==> config.mk <==
export PLATFORM = sky130hd
export DESIGN_NAME = adsr_envelope_generator
export DESIGN_NICKNAME = d
export VERILOG_FILES = /design/src/rtl/adsr_pkg.sv /design/src/rtl/adsr_envelope_generator.sv /design/src/rtl/adsr_divider.sv
export VERILOG_INCLUDE_DIRS = /design/src /design/src/rtl
export SDC_FILE = /design/constraint.sdc
export NUM_CORES = 2
export LEC_CHECK = 0
export BUFFER_PORTS_ARGS = -buffer_cell sky130_fd_sc_hd__buf_2
export CORE_UTILIZATION = 25
export CTS_CLUSTER_SIZE = 16
export DETAILED_ROUTE_END_ITERATION = 8
export HOLD_SLACK_MARGIN = 0.06
export SYNTH_ARGS = -nofsm -noshare
export SYNTH_HDL_FRONTEND = slang
export SYNTH_HIERARCHICAL = 1
export SYNTH_SLANG_ARGS = --single-unit
==> constraint.sdc <==
create_clock -name clock -period 14.7 [get_ports clock]
set_input_delay 2.94 -clock clock [delete_from_list [all_inputs] [get_ports clock]]
set_output_delay 2.94 -clock clock [all_outputs]
set_load 0.1 [all_outputs]
==> src/rtl/adsr_envelope_generator_defines.svh <==
// Assertion macros for the envelope generator
`ifndef ADSR_ENVELOPE_GENERATOR_DEFINES_SVH
`define ADSR_ENVELOPE_GENERATOR_DEFINES_SVH
`ifndef SYNTHESIS
`define ADSR_ASSERT(label, clk, rst, prop, msg) \
   label: assert property (@(posedge clk) disable iff (rst) prop) else $error(msg);
`define ADSR_ASSERT_RST(label, clk, prop, msg) \
   label: assert property (@(posedge clk) prop) else $error(msg);
`else
`define ADSR_ASSERT(label, clk, rst, prop, msg)
`define ADSR_ASSERT_RST(label, clk, prop, msg)
`endif
`endif

==> src/rtl/adsr_pkg.sv <==
package adsr_pkg;
   localparam int Voices = 16;
   localparam int VoiceW = 4;
   localparam int DivW = 44;
   localparam int DenW = 33;

   typedef enum logic [1:0] {
      OP_TICK = 2'd0, OP_NOTE_ON = 2'd1, OP_NOTE_OFF = 2'd2, OP_NONE = 2'd3
   } op_type;

   typedef enum logic [2:0] {
      ST_IDLE = 3'd0, ST_ATTACK = 3'd1, ST_DECAY = 3'd2,
      ST_SUSTAIN = 3'd3, ST_RELEASE = 3'd4
   } stage_type;

   typedef enum logic [2:0] {
      REG_ATTACK = 3'd0, REG_DECAY = 3'd1, REG_SUSTAIN = 3'd2,
      REG_RELEASE = 3'd3, REG_RATE = 3'd4
   } reg_type;

   typedef enum logic [2:0] {
      FSM_IDLE, FSM_READ, FSM_MUL, FSM_DIV, FSM_APPLY, FSM_OUT
   } fsm_type;
endpackage

==> src/rtl/adsr_envelope_generator.sv <==
// Channel  Dir  tdata (low bit up)               tuser
// req_     in   op[1:0], voice[5:2]               -
// rsp_     out  voice_out[3:0], env_level[28:4]   -
// csr_     in   write enable, index, data         -
// Attack and decay ticks step through accept, read, multiply, divide (44-bit quotient,
// then done), apply and output load.
// Note-off on a live voice skips the output load, other ticks skip the divide; note-on,
// note-off on an idle voice and unused ops end after the multiply.
// Reset is synchronous; stages clear to idle, levels and steps to zero.
// req_tready is high only when the sequencer is idle; a tick waits in its output
// load while the previous word still waits on rsp_.
`include "adsr_envelope_generator_defines.svh"
module adsr_envelope_generator (
   input  logic clock,
   input  logic reset,
   input  logic req_tvalid,
   output logic req_tready,
   input  logic [7:0] req_tdata,   // op, voice
   output logic rsp_tvalid,
   input  logic rsp_tready,
   output logic [31:0] rsp_tdata,  // voice_out, env_level
   input  logic csr_we,
   input  logic [2:0] csr_index,
   input  logic [17:0] csr_wdata
);
   import adsr_pkg::*;

   logic [14:0] atk_ff, dec_ff, rel_ff;
   logic [16:0] sus_ff;
   logic [17:0] rate_ff;

   stage_type stage_ff [Voices];
   stage_type stage_in;
   logic [32:0] level_ff [Voices];
   logic [32:0] level_in;
   logic [31:0] rinc_ff [Voices];
   logic [31:0] rinc_in;
   logic wr_en;

   fsm_type fsm_ff, fsm_in;
   op_type op_ff, op_in;
   logic [VoiceW-1:0] voice_ff, voice_in;
   stage_type cur_stage_ff, cur_stage_in;
   logic [32:0] cur_level_ff, cur_level_in;
   logic [31:0] cur_rinc_ff, cur_rinc_in;
   logic [32:0] span_ff, span_in;
   logic out_valid_ff, out_valid_in;
   logic [24:0] out_level_ff, out_level_in;
   logic [VoiceW-1:0] out_voice_ff, out_voice_in;

   logic div_start, div_busy, div_done;
   logic [32:0] num_base;
   logic [DivW-1:0] div_num;
   logic [DivW-1:0] quo;
   logic [32:0] sus_q32;
   logic [14:0] ms_sel;
   logic [32:0] step;
   logic [33:0] sum;

   adsr_divider u_div (
      .clock(clock), .reset(reset), .start(div_start), .dividend(div_num),
      .divisor(span_ff), .busy(div_busy), .done(div_done), .quotient(quo)
   );

   assign sus_q32 = (sus_ff > 17'd65536) ? {1'b1, 32'd0} : {sus_ff, 16'd0};
   assign req_tready = (fsm_ff == FSM_IDLE);
   assign rsp_tvalid = out_valid_ff;
   assign rsp_tdata = {3'd0, out_level_ff, out_voice_ff};

   always_comb begin
      case (cur_stage_ff)
         ST_ATTACK: ms_sel = atk_ff;
         ST_DECAY: ms_sel = dec_ff;
         default: ms_sel = rel_ff;
      endcase
      if (op_ff == OP_NOTE_OFF) ms_sel = rel_ff;
      // clamp quotient to 33 bits, floor 1
      if (quo[DivW-1:33] != '0) step = {1'b1, 32'd0};
      else step = quo[32:0];
      if (step == '0) step = 33'd1;
      sum = {1'b0, cur_level_ff} + {1'b0, step};
   end

   always_comb begin
      fsm_in = fsm_ff;
      op_in = op_ff;
      voice_in = voice_ff;
      cur_stage_in = cur_stage_ff;
      cur_level_in = cur_level_ff;
      cur_rinc_in = cur_rinc_ff;
      span_in = span_ff;
      num_base = cur_level_ff;
      out_valid_in = out_valid_ff && !rsp_tready;
      out_level_in = out_level_ff;
      out_voice_in = out_voice_ff;
      div_start = 1'b0;
      wr_en = 1'b0;
      stage_in = cur_stage_ff;
      level_in = cur_level_ff;
      rinc_in = cur_rinc_ff;
      case (fsm_ff)
         FSM_IDLE: begin
            if (req_tvalid && req_tready) begin
               op_in = op_type'(req_tdata[1:0]);
               voice_in = req_tdata[5:2];
               fsm_in = FSM_READ;
            end
         end
         FSM_READ: begin
            cur_stage_in = stage_ff[voice_ff];
            cur_level_in = level_ff[voice_ff];
            cur_rinc_in = rinc_ff[voice_ff];
            fsm_in = FSM_MUL;
         end
         FSM_MUL: begin
            span_in = 33'((ms_sel == '0 ? 15'd1 : ms_sel)
                          * (rate_ff == '0 ? 18'd1 : rate_ff));
            case (op_ff)
               OP_NOTE_ON: begin
                  wr_en = 1'b1;
                  stage_in = ST_ATTACK;
                  fsm_in = FSM_IDLE;
               end
               OP_NOTE_OFF: begin
                  num_base = cur_level_ff;
                  if (cur_stage_ff == ST_IDLE) fsm_in = FSM_IDLE;
                  else fsm_in = FSM_DIV;
               end
               OP_TICK: begin
                  if (cur_stage_ff == ST_DECAY) num_base = {1'b1, 32'd0} - sus_q32;
                  else num_base = {1'b1, 32'd0};
                  if (cur_stage_ff == ST_ATTACK || cur_stage_ff == ST_DECAY)
                     fsm_in = FSM_DIV;
                  else fsm_in = FSM_APPLY;
               end
               default: fsm_in = FSM_IDLE;
            endcase
            if (fsm_in == FSM_DIV) div_start = 1'b1;
         end
         FSM_DIV: begin
            if (div_done) fsm_in = FSM_APPLY;
         end
         FSM_APPLY: begin
            wr_en = 1'b1;
            if (op_ff == OP_NOTE_OFF) begin
               stage_in = ST_RELEASE;
               rinc_in = step[32] ? 32'hFFFF_FFFF : step[31:0];
               fsm_in = FSM_IDLE;
            end else begin
               case (cur_stage_ff)
                  ST_ATTACK: begin
                     if (sum >= {1'b0, 1'b1, 32'd0}) begin
                        level_in = {1'b1, 32'd0};
                        stage_in = ST_DECAY;
                     end else level_in = sum[32:0];
                  end
                  ST_DECAY: begin
                     level_in = (step >= cur_level_ff) ? '0 : cur_level_ff - step;
                     if (level_in <= sus_q32) begin
                        level_in = sus_q32;
                        stage_in = ST_SUSTAIN;
                     end
                  end
                  ST_SUSTAIN: level_in = sus_q32;
                  ST_RELEASE: begin
                     if ({1'b0, cur_rinc_ff} >= cur_level_ff) begin
                        level_in = '0;
                        stage_in = ST_IDLE;
                     end else level_in = cur_level_ff - {1'b0, cur_rinc_ff};
                  end
                  default: level_in = cur_level_ff;
               endcase
               // new level held for the output load
               cur_level_in = level_in;
               fsm_in = FSM_OUT;
            end
         end
         FSM_OUT: begin
            if (!out_valid_ff || rsp_tready) begin
               out_valid_in = 1'b1;
               out_level_in = cur_level_ff[32:8];
               out_voice_in = voice_ff;
               fsm_in = FSM_IDLE;
            end
         end
         default: fsm_in = FSM_IDLE;
      endcase
      // times 1000 as 1024 - 16 - 8
      div_num = DivW'({num_base, 10'd0}) - DivW'({num_base, 4'd0})
                - DivW'({num_base, 3'd0});
   end

   always_ff @(posedge clock) begin
      op_ff <= op_in;
      voice_ff <= voice_in;
      cur_stage_ff <= cur_stage_in;
      cur_level_ff <= cur_level_in;
      cur_rinc_ff <= cur_rinc_in;
      span_ff <= span_in;
      out_level_ff <= out_level_in;
      out_voice_ff <= out_voice_in;
      if (reset) begin
         fsm_ff <= FSM_IDLE;
         out_valid_ff <= 1'b0;
         atk_ff <= 15'd10;
         dec_ff <= 15'd100;
         sus_ff <= 17'd45875;
         rel_ff <= 15'd300;
         rate_ff <= 18'd48000;
         for (int i = 0; i < Voices; i++) begin
            stage_ff[i] <= ST_IDLE;
            level_ff[i] <= '0;
            rinc_ff[i] <= '0;
         end
      end else begin
         fsm_ff <= fsm_in;
         out_valid_ff <= out_valid_in;
         if (wr_en) begin
            stage_ff[voice_ff] <= stage_in;
            level_ff[voice_ff] <= level_in;
            rinc_ff[voice_ff] <= rinc_in;
         end
         if (csr_we) begin
            case (reg_type'(csr_index))
               REG_ATTACK: atk_ff <= csr_wdata[14:0];
               REG_DECAY: dec_ff <= csr_wdata[14:0];
               REG_SUSTAIN: sus_ff <= csr_wdata[16:0];
               REG_RELEASE: rel_ff <= csr_wdata[14:0];
               REG_RATE: rate_ff <= csr_wdata;
               default: ;
            endcase
         end
      end
   end

   `ADSR_ASSERT(a_div_only_in_div, clock, reset, div_busy |-> (fsm_ff == FSM_DIV), "divider busy")
   `ADSR_ASSERT(a_no_accept_busy, clock, reset, (fsm_ff != FSM_IDLE) |-> !req_tready, "ready busy")
   `ADSR_ASSERT(a_out_after_load, clock, reset, $rose(out_valid_ff) |-> $past(fsm_ff) == FSM_OUT, "stray")
   `ADSR_ASSERT_RST(a_reset_idle, clock, $past(reset) |-> (fsm_ff == FSM_IDLE && !out_valid_ff), "not idle")
endmodule

==> src/rtl/adsr_divider.sv <==
module adsr_divider (
   input  logic clock,
   input  logic reset,
   input  logic start,
   input  logic [adsr_pkg::DivW-1:0] dividend,
   input  logic [adsr_pkg::DenW-1:0] divisor,
   output logic busy,
   output logic done,
   output logic [adsr_pkg::DivW-1:0] quotient
);
   import adsr_pkg::*;

   logic [DivW-1:0] quot_ff, quot_in;
   logic [DenW:0] rem_ff, rem_in;
   logic [5:0] cnt_ff, cnt_in;
   logic busy_ff, busy_in, done_ff, done_in;
   logic [DenW:0] trial;

   // one quotient bit a cycle, restoring
   always_comb begin
      quot_in = quot_ff;
      rem_in = rem_ff;
      cnt_in = cnt_ff;
      busy_in = busy_ff;
      done_in = 1'b0;
      trial = {rem_ff[DenW-1:0], quot_ff[DivW-1]};
      if (start) begin
         quot_in = dividend;
         rem_in = '0;
         cnt_in = 6'(DivW);
         busy_in = 1'b1;
      end else if (busy_ff) begin
         if (trial >= {1'b0, divisor}) begin
            rem_in = trial - {1'b0, divisor};
            quot_in = {quot_ff[DivW-2:0], 1'b1};
         end else begin
            rem_in = trial;
            quot_in = {quot_ff[DivW-2:0], 1'b0};
         end
         cnt_in = cnt_ff - 6'd1;
         if (cnt_ff == 6'd1) begin
            busy_in = 1'b0;
            done_in = 1'b1;
         end
      end
   end

   always_ff @(posedge clock) begin
      quot_ff <= quot_in;
      rem_ff <= rem_in;
      if (reset) begin
         cnt_ff <= '0;
         busy_ff <= 1'b0;
         done_ff <= 1'b0;
      end else begin
         cnt_ff <= cnt_in;
         busy_ff <= busy_in;
         done_ff <= done_in;
      end
   end

   assign busy = busy_ff;
   assign done = done_ff;
   assign quotient = quot_ff;
endmodule

Word-level counts from Yosys, hierarchy flattened
Memory sizes are Yosys's and may differ from the RTL's. A register that Yosys moved wholly into a read port is not among the register bits.
Index checks and enable logic that the tools add are counted.
Widths: inputs -> output; s select.

word-level totals
  register bits after elaboration = 270
  memory bits (writable) = 1088
  input port bits = 34
  output and inout bits = 34
  logic and storage cells = 155
  memories kept = 3

cells by class
  $add $sub $neg = 8
  multiply operators = 1
  magnitude comparators = 6
  equality and inequality tests = 20
  mux-type cells = 68
  bitwise logic cells = 1
  reduce and logical (&&, ||, !) cells = 29

memories
  memory    words  bits a word  rd ports  clocked after Yosys merged registers in  wr ports  line                           RTL
  level_ff  16     33           1         1                                        16        adsr_envelope_generator.sv:34  logic [32:0] level_ff [Voices];
  rinc_ff   16     32           1         1                                        16        adsr_envelope_generator.sv:36  logic [31:0] rinc_ff [Voices];
  stage_ff  16     3            1         1                                        16        adsr_envelope_generator.sv:32  stage_type stage_ff [Voices];

operators with widths
  operator                number
  $mux 33                 14
  $pmux 33 s4             1
  $mux 32                 4
  $mux 44                 2
  $pmux 33 s2             1
  $sub 33x33->33          2
  $sub 43x37->44          1
  $sub 44x36->44          1
  $mux 3                  12
  $add 33x33->34          1
  $ge 34x33->1            1
  $ge 34x33->1 const B    1
  $ge 32x33->1            1
  $ge 33x33->1            1
  $le 33x33->1            1
  $logic_not 33->1        1
  $mul 15x18->33          1
  $reduce_or 33->1        1
  $sub 33x32->33          1
  $sub 33x33->33 const A  1
  $reduce_or 32->1        1
  $mux 15                 2
  $pmux 15 s2             1
  $eq 3x2->1 const B      7
  32 further kinds        73

Depth between registers and ports, before layout
  word-level depth = 12
  mapped depth = 36
  gate-level depth less buffers = 33

By module
The synthesis kept the hierarchy.

by module, submodules not included
  module                   instances  cells an instance  area each (um^2)
  adsr_envelope_generator  1          6255               74219.9
  adsr_divider             1          578                5505.3

Worst setup path before layout
No wires, ideal clock.

  path kind = register to register
  start point = reg cur_stage_ff[1] (read register of stage_ff)
  end point = reg span_ff[31] (data pin)
  setup time = 0.263 ns
  data arrival time = 8.669 ns
  data required time = 14.437 ns
  path slack = 5.768 ns
  stages on the path, launching flop included = 31
  path buffers = 3
  clock period less this slack = 8.932 ns
  cell sequence = edfxtp_1 > clkbuf_1 > nor3_1 > o21ai_1 > clkbuf_1 > a21oi_1 > nand4b_1 > o41ai_1 > clkbuf_1 > nand2_1 > fa_1 > inv_1 > fa_1 > inv_1 > fa_1 > inv_1 > fa_1 > fa_1 > fa_1 > ha_1 > o21a_1 > o21ai_0 > a211oi_1 > a21oi_1 > o311ai_0 > nand3_1 > o21ai_0 > nor4_1 > o21ai_0 > a311oi_1 > xnor2_1

on the way
  cells in the longest elaborated chain, start to end = 6

RTL lines
  item                                             line                            RTL
  start: declaration                               adsr_envelope_generator.sv:43   stage_type cur_stage_ff, cur_stage_in;
  $eq 3x2->1 / $eq 3x1->1 (equally long branches)  adsr_envelope_generator.sv:71   case (cur_stage_ff)
  $pmux 15 s2 (*)                                  adsr_envelope_generator.sv:71
  $mux 15 (*)                                      adsr_envelope_generator.sv:76   if (op_ff == OP_NOTE_OFF) ms_sel = rel_ff;
  $logic_not 15->1                                 adsr_envelope_generator.sv:116  span_in = 33'((ms_sel == '0 ? 15'd1 : ms_sel)
  $mux 15 (*)                                      adsr_envelope_generator.sv:116
  $mul 15x18->33 (*)                               adsr_envelope_generator.sv:117  * (rate_ff == '0 ? 18'd1 : rate_ff));
  end signal: assignment                           adsr_envelope_generator.sv:199  span_ff <= span_in;
  end: declaration                                 adsr_envelope_generator.sv:46   logic [32:0] span_ff, span_in;

Every way passes the cells marked *; elsewhere a longest branch is shown, timed or not.
A chain may end at the register's enable or synchronous reset.

==> results.ini <==
[synth]
synth_area_um2=79700
ys.flop_type=edfxtp_1
synth_warnings=6
synth-seq-cells=1397
avgSynthCellArea_um2=11.7
syn-instance-count=6833
synth_edf_count=1268
synth_cell_type_count=102
async_flop_share_pct=0
seq_area_frac_synth_pct=51.0

[setup_path]
worstSetupStartpointType=register
regToRegStartpoint=u_div/quotient[37]$_DFFE_PP_
crit_fanout=24
ff2ff_path_depth=32
crit_arrival_ps=11700
r2r_slack_ps=3500
slowest_delay_ps=1090
crit_family=compound AO/OA/AOI/OAI gates
critPathBufInv=5
worst_setup_path_end_kind=register
crit_type=register to register
reg2reg_to=level_ff[11][10]$_SDFFCE_PN0P_
slowest_stage=a2111oi_1
critPathRequiredTime_ps=15190

[place]
place_congestion=0.938
place_ws_ps=3950
port_buffers=62
dp_hpwl_mm=163
postPlaceCellArea_um2=84700

[flow_run]
maxCapViolations=0

[clock_tree]
cts_buffers=149
cts_root_buf=clkbuf_16
clock-sinks=1397
path_clk_slew_ps=70
cts_max_level=4
cts_setup_buffers=0
cts_tree=done
holdBufCountCts=0
clock_latency_ps=830
ctsResizeCount=0
cts_buffer_depth=3

[die]
num_rows=206
die_w_um=567
pin_count=68
die_area_um2=321000
core-area_um2=316000
start_util_pct=25.2
dieHeight_um=567

[routing]
postRouteAntennaNets=0
finalWirelength_mm=251
wl_per_cell_um=22.8
vias=55500
drtIter0Drc=6141
drc=0
firstDrtPassIters=7
viasPerCell=5.06

[timing]
fin_tns_setup_ps=0
fin_ws_ps=3500
slew_viol_final=0
period_needed_ps=11200
fmax_mhz=89.3
rsz0062_at_grt=no
tightest_slew_ps=1340
clock-skew-final_ps=56.3
setup_viol_count_final=0
min_period_over_period_pct=76.2
slew_headroom_pct=10.6
hold_viol_final=0

[global_routing]
antenna_found_initial=13
grt_start_max_net_pins=110
grt.total_usage_pct=15.2
grt_overflow_total=0
grt_pass1_vias=56000
grt_first_pass_wirelength_mm=368

[final_layout]
nets=7277
fillCellCount=32300
postLayoutCellArea_um2=89500
seq_area_um2=40700
area_growth_pct=12.2
drive_above_1_share_pct=13.3
multi_input_area_um2=36000

[power_and_ir_drop]
power.leakage_nw=33.1
powerDensity_nw_per_um2=161
ir_worst_vdd_uv=146

[worst_hold_path]
min_path_type=register to register
min_to=dec_ff[3]$_SDFFE_PP0P_
holdPathStages=2
min_from=dec_ff[3]$_SDFFE_PP0P_

[outcome]
outcome=finished, final reports clean

[logic make-up after synthesis]
kind of cell               Yosys count  synth area share, %
other                                1              0.00470
xor gates and xnor gates           180                 1.98
muxes                              414                 10.6
AOI/OAI and AO/OA                  950                 8.00
buffers and inverters              885                 4.35
adders and majority gates          533                 10.6
and+or+nand+nor                   2473                 13.5
DFF                               1397                 51.0
[flip-flops by register name, indices dropped and copies added (netlist names), 17 cells and up, named ones only]
signal,flops
cur_level_ff,33
cur_rinc_ff,32
level_ff,528
out_level_ff,25
rate_ff,18
rinc_ff,512
span_ff,33
stage_ff,48
sus_ff,17
u_div/quotient,44
u_div/rem_ff,33
[cells in the final DEF (no fill, tap or decap), drive strengths merged, types with 33 or more instances in the layout]
cell	instances
a211oi	37
a21o	85
a21oi	283
a31oi	35
and2	41
buf	186
clkbuf	196
clkinv	49
dfxtp	129
edfxtp	1268
fa	236
ha	297
inv	427
mux2	52
mux4	340
nand2	611
nand2b	66
nand3	54
nand4	33
nor2	1247
nor2b	82
nor3	171
nor4	37
o21ai	173
o22ai	48
xnor2	131
xor2	49
[cell type report]
class / instances / area share (%)
well taps: 4160 / 5.82
repair buffers: 186 / 1.42
multi-input cells: 4556 / 40.2
inverters: 420 / 1.76
clock inverters: 66 / 0.835
clock buffers: 196 / 4.47
diodes: 6 / 0.0168
flip-flops and latches: 1397 / 45.5
[stage by stage]
stage	power (W)	hold WS (ps)	utilization (%)	cells
CTS	0.0144	457	28.3	11000
floorplan	0.00911	424	-	6838
finish	0.0144	456	28.3	11000
global placement	0.0107	441	26.8	10700
detailed placement	0.0107	449	26.8	10700
global route	0.0152	480	28.3	11000
[how the worst max path moves through the flow]
stage	from	end	slack, ps	depth (start not counted)
2_1_floorplan	cur_stage_ff[1]$_DFFE_PP_	span_ff[31]$_DFFE_PP_	5770	30
3_3_place_gp	u_div/quotient[34]$_DFFE_PP_	level_ff[12][6]$_SDFFCE_PN0P_	4010	32
3_5_place_dp	u_div/quotient[37]$_DFFE_PP_	level_ff[14][6]$_SDFFCE_PN0P_	3950	32
4_1_cts	u_div/quotient[35]$_DFFE_PP_	level_ff[11][10]$_SDFFCE_PN0P_	3800	32
5_1_grt	u_div/quotient[34]$_DFFE_PP_	level_ff[2][10]$_SDFFCE_PN0P_	3260	32
6_report	u_div/quotient[37]$_DFFE_PP_	level_ff[11][10]$_SDFFCE_PN0P_	3500	32
[worst reg2reg max path: cells and delay by family, from the launching register on]
family	cells	cell delay [ps]
flip-flops	1	400
adder cells (fa/ha/maj)	2	890
AO/OA/AOI/OAI	12	5050
AND/OR/NAND/NOR	13	3270
buffers and inverters	5	1270
[where the power goes]
part	leakage (nW)	switching [W]	internal, W	total (W)
sequential	14.0	0.000247	0.00469	0.00493
clock	2.28	0.00167	0.00205	0.00372
combinational	16.9	0.00353	0.00225	0.00578
total	33.1	0.00545	0.00898	0.0144
[routing by layer]
| metal | GRT usage [%] | wire [µm] |
|---|---|---|
| met5 | 0 | 81 |
| met4 | 4.37 | 7130 |
| met3 | 2.94 | 23000 |
| met2 | 25.6 | 120000 |
| met1 | 19.8 | 100000 |
[synth_stat cells (all sizes together) (31+ instances only)]
cell type,instances,area share (%)
a211oi,37,0.38
a21o,85,0.80
a21oi,283,1.8
a31oi,35,0.28
and2,41,0.32
buf,82,0.56
clkbuf,383,1.8
dfxtp,129,3.2
edfxtp,1268,48
fa,236,5.9
ha,297,4.7
inv,418,2.0
mux2,52,0.73
mux4,340,9.6
nand2,611,2.9
nand2b,66,0.52
nand3,54,0.34
nand4,33,0.27
nor2,1247,5.9
nor2b,82,0.64
nor3,171,1.1
nor4,37,0.31
o21a,32,0.30
o21ai,173,1.1
o22ai,48,0.39
or3,31,0.25
xnor2,131,1.4
xor2,49,0.54
No activity file was read; power rests on OpenSTA's default activity.
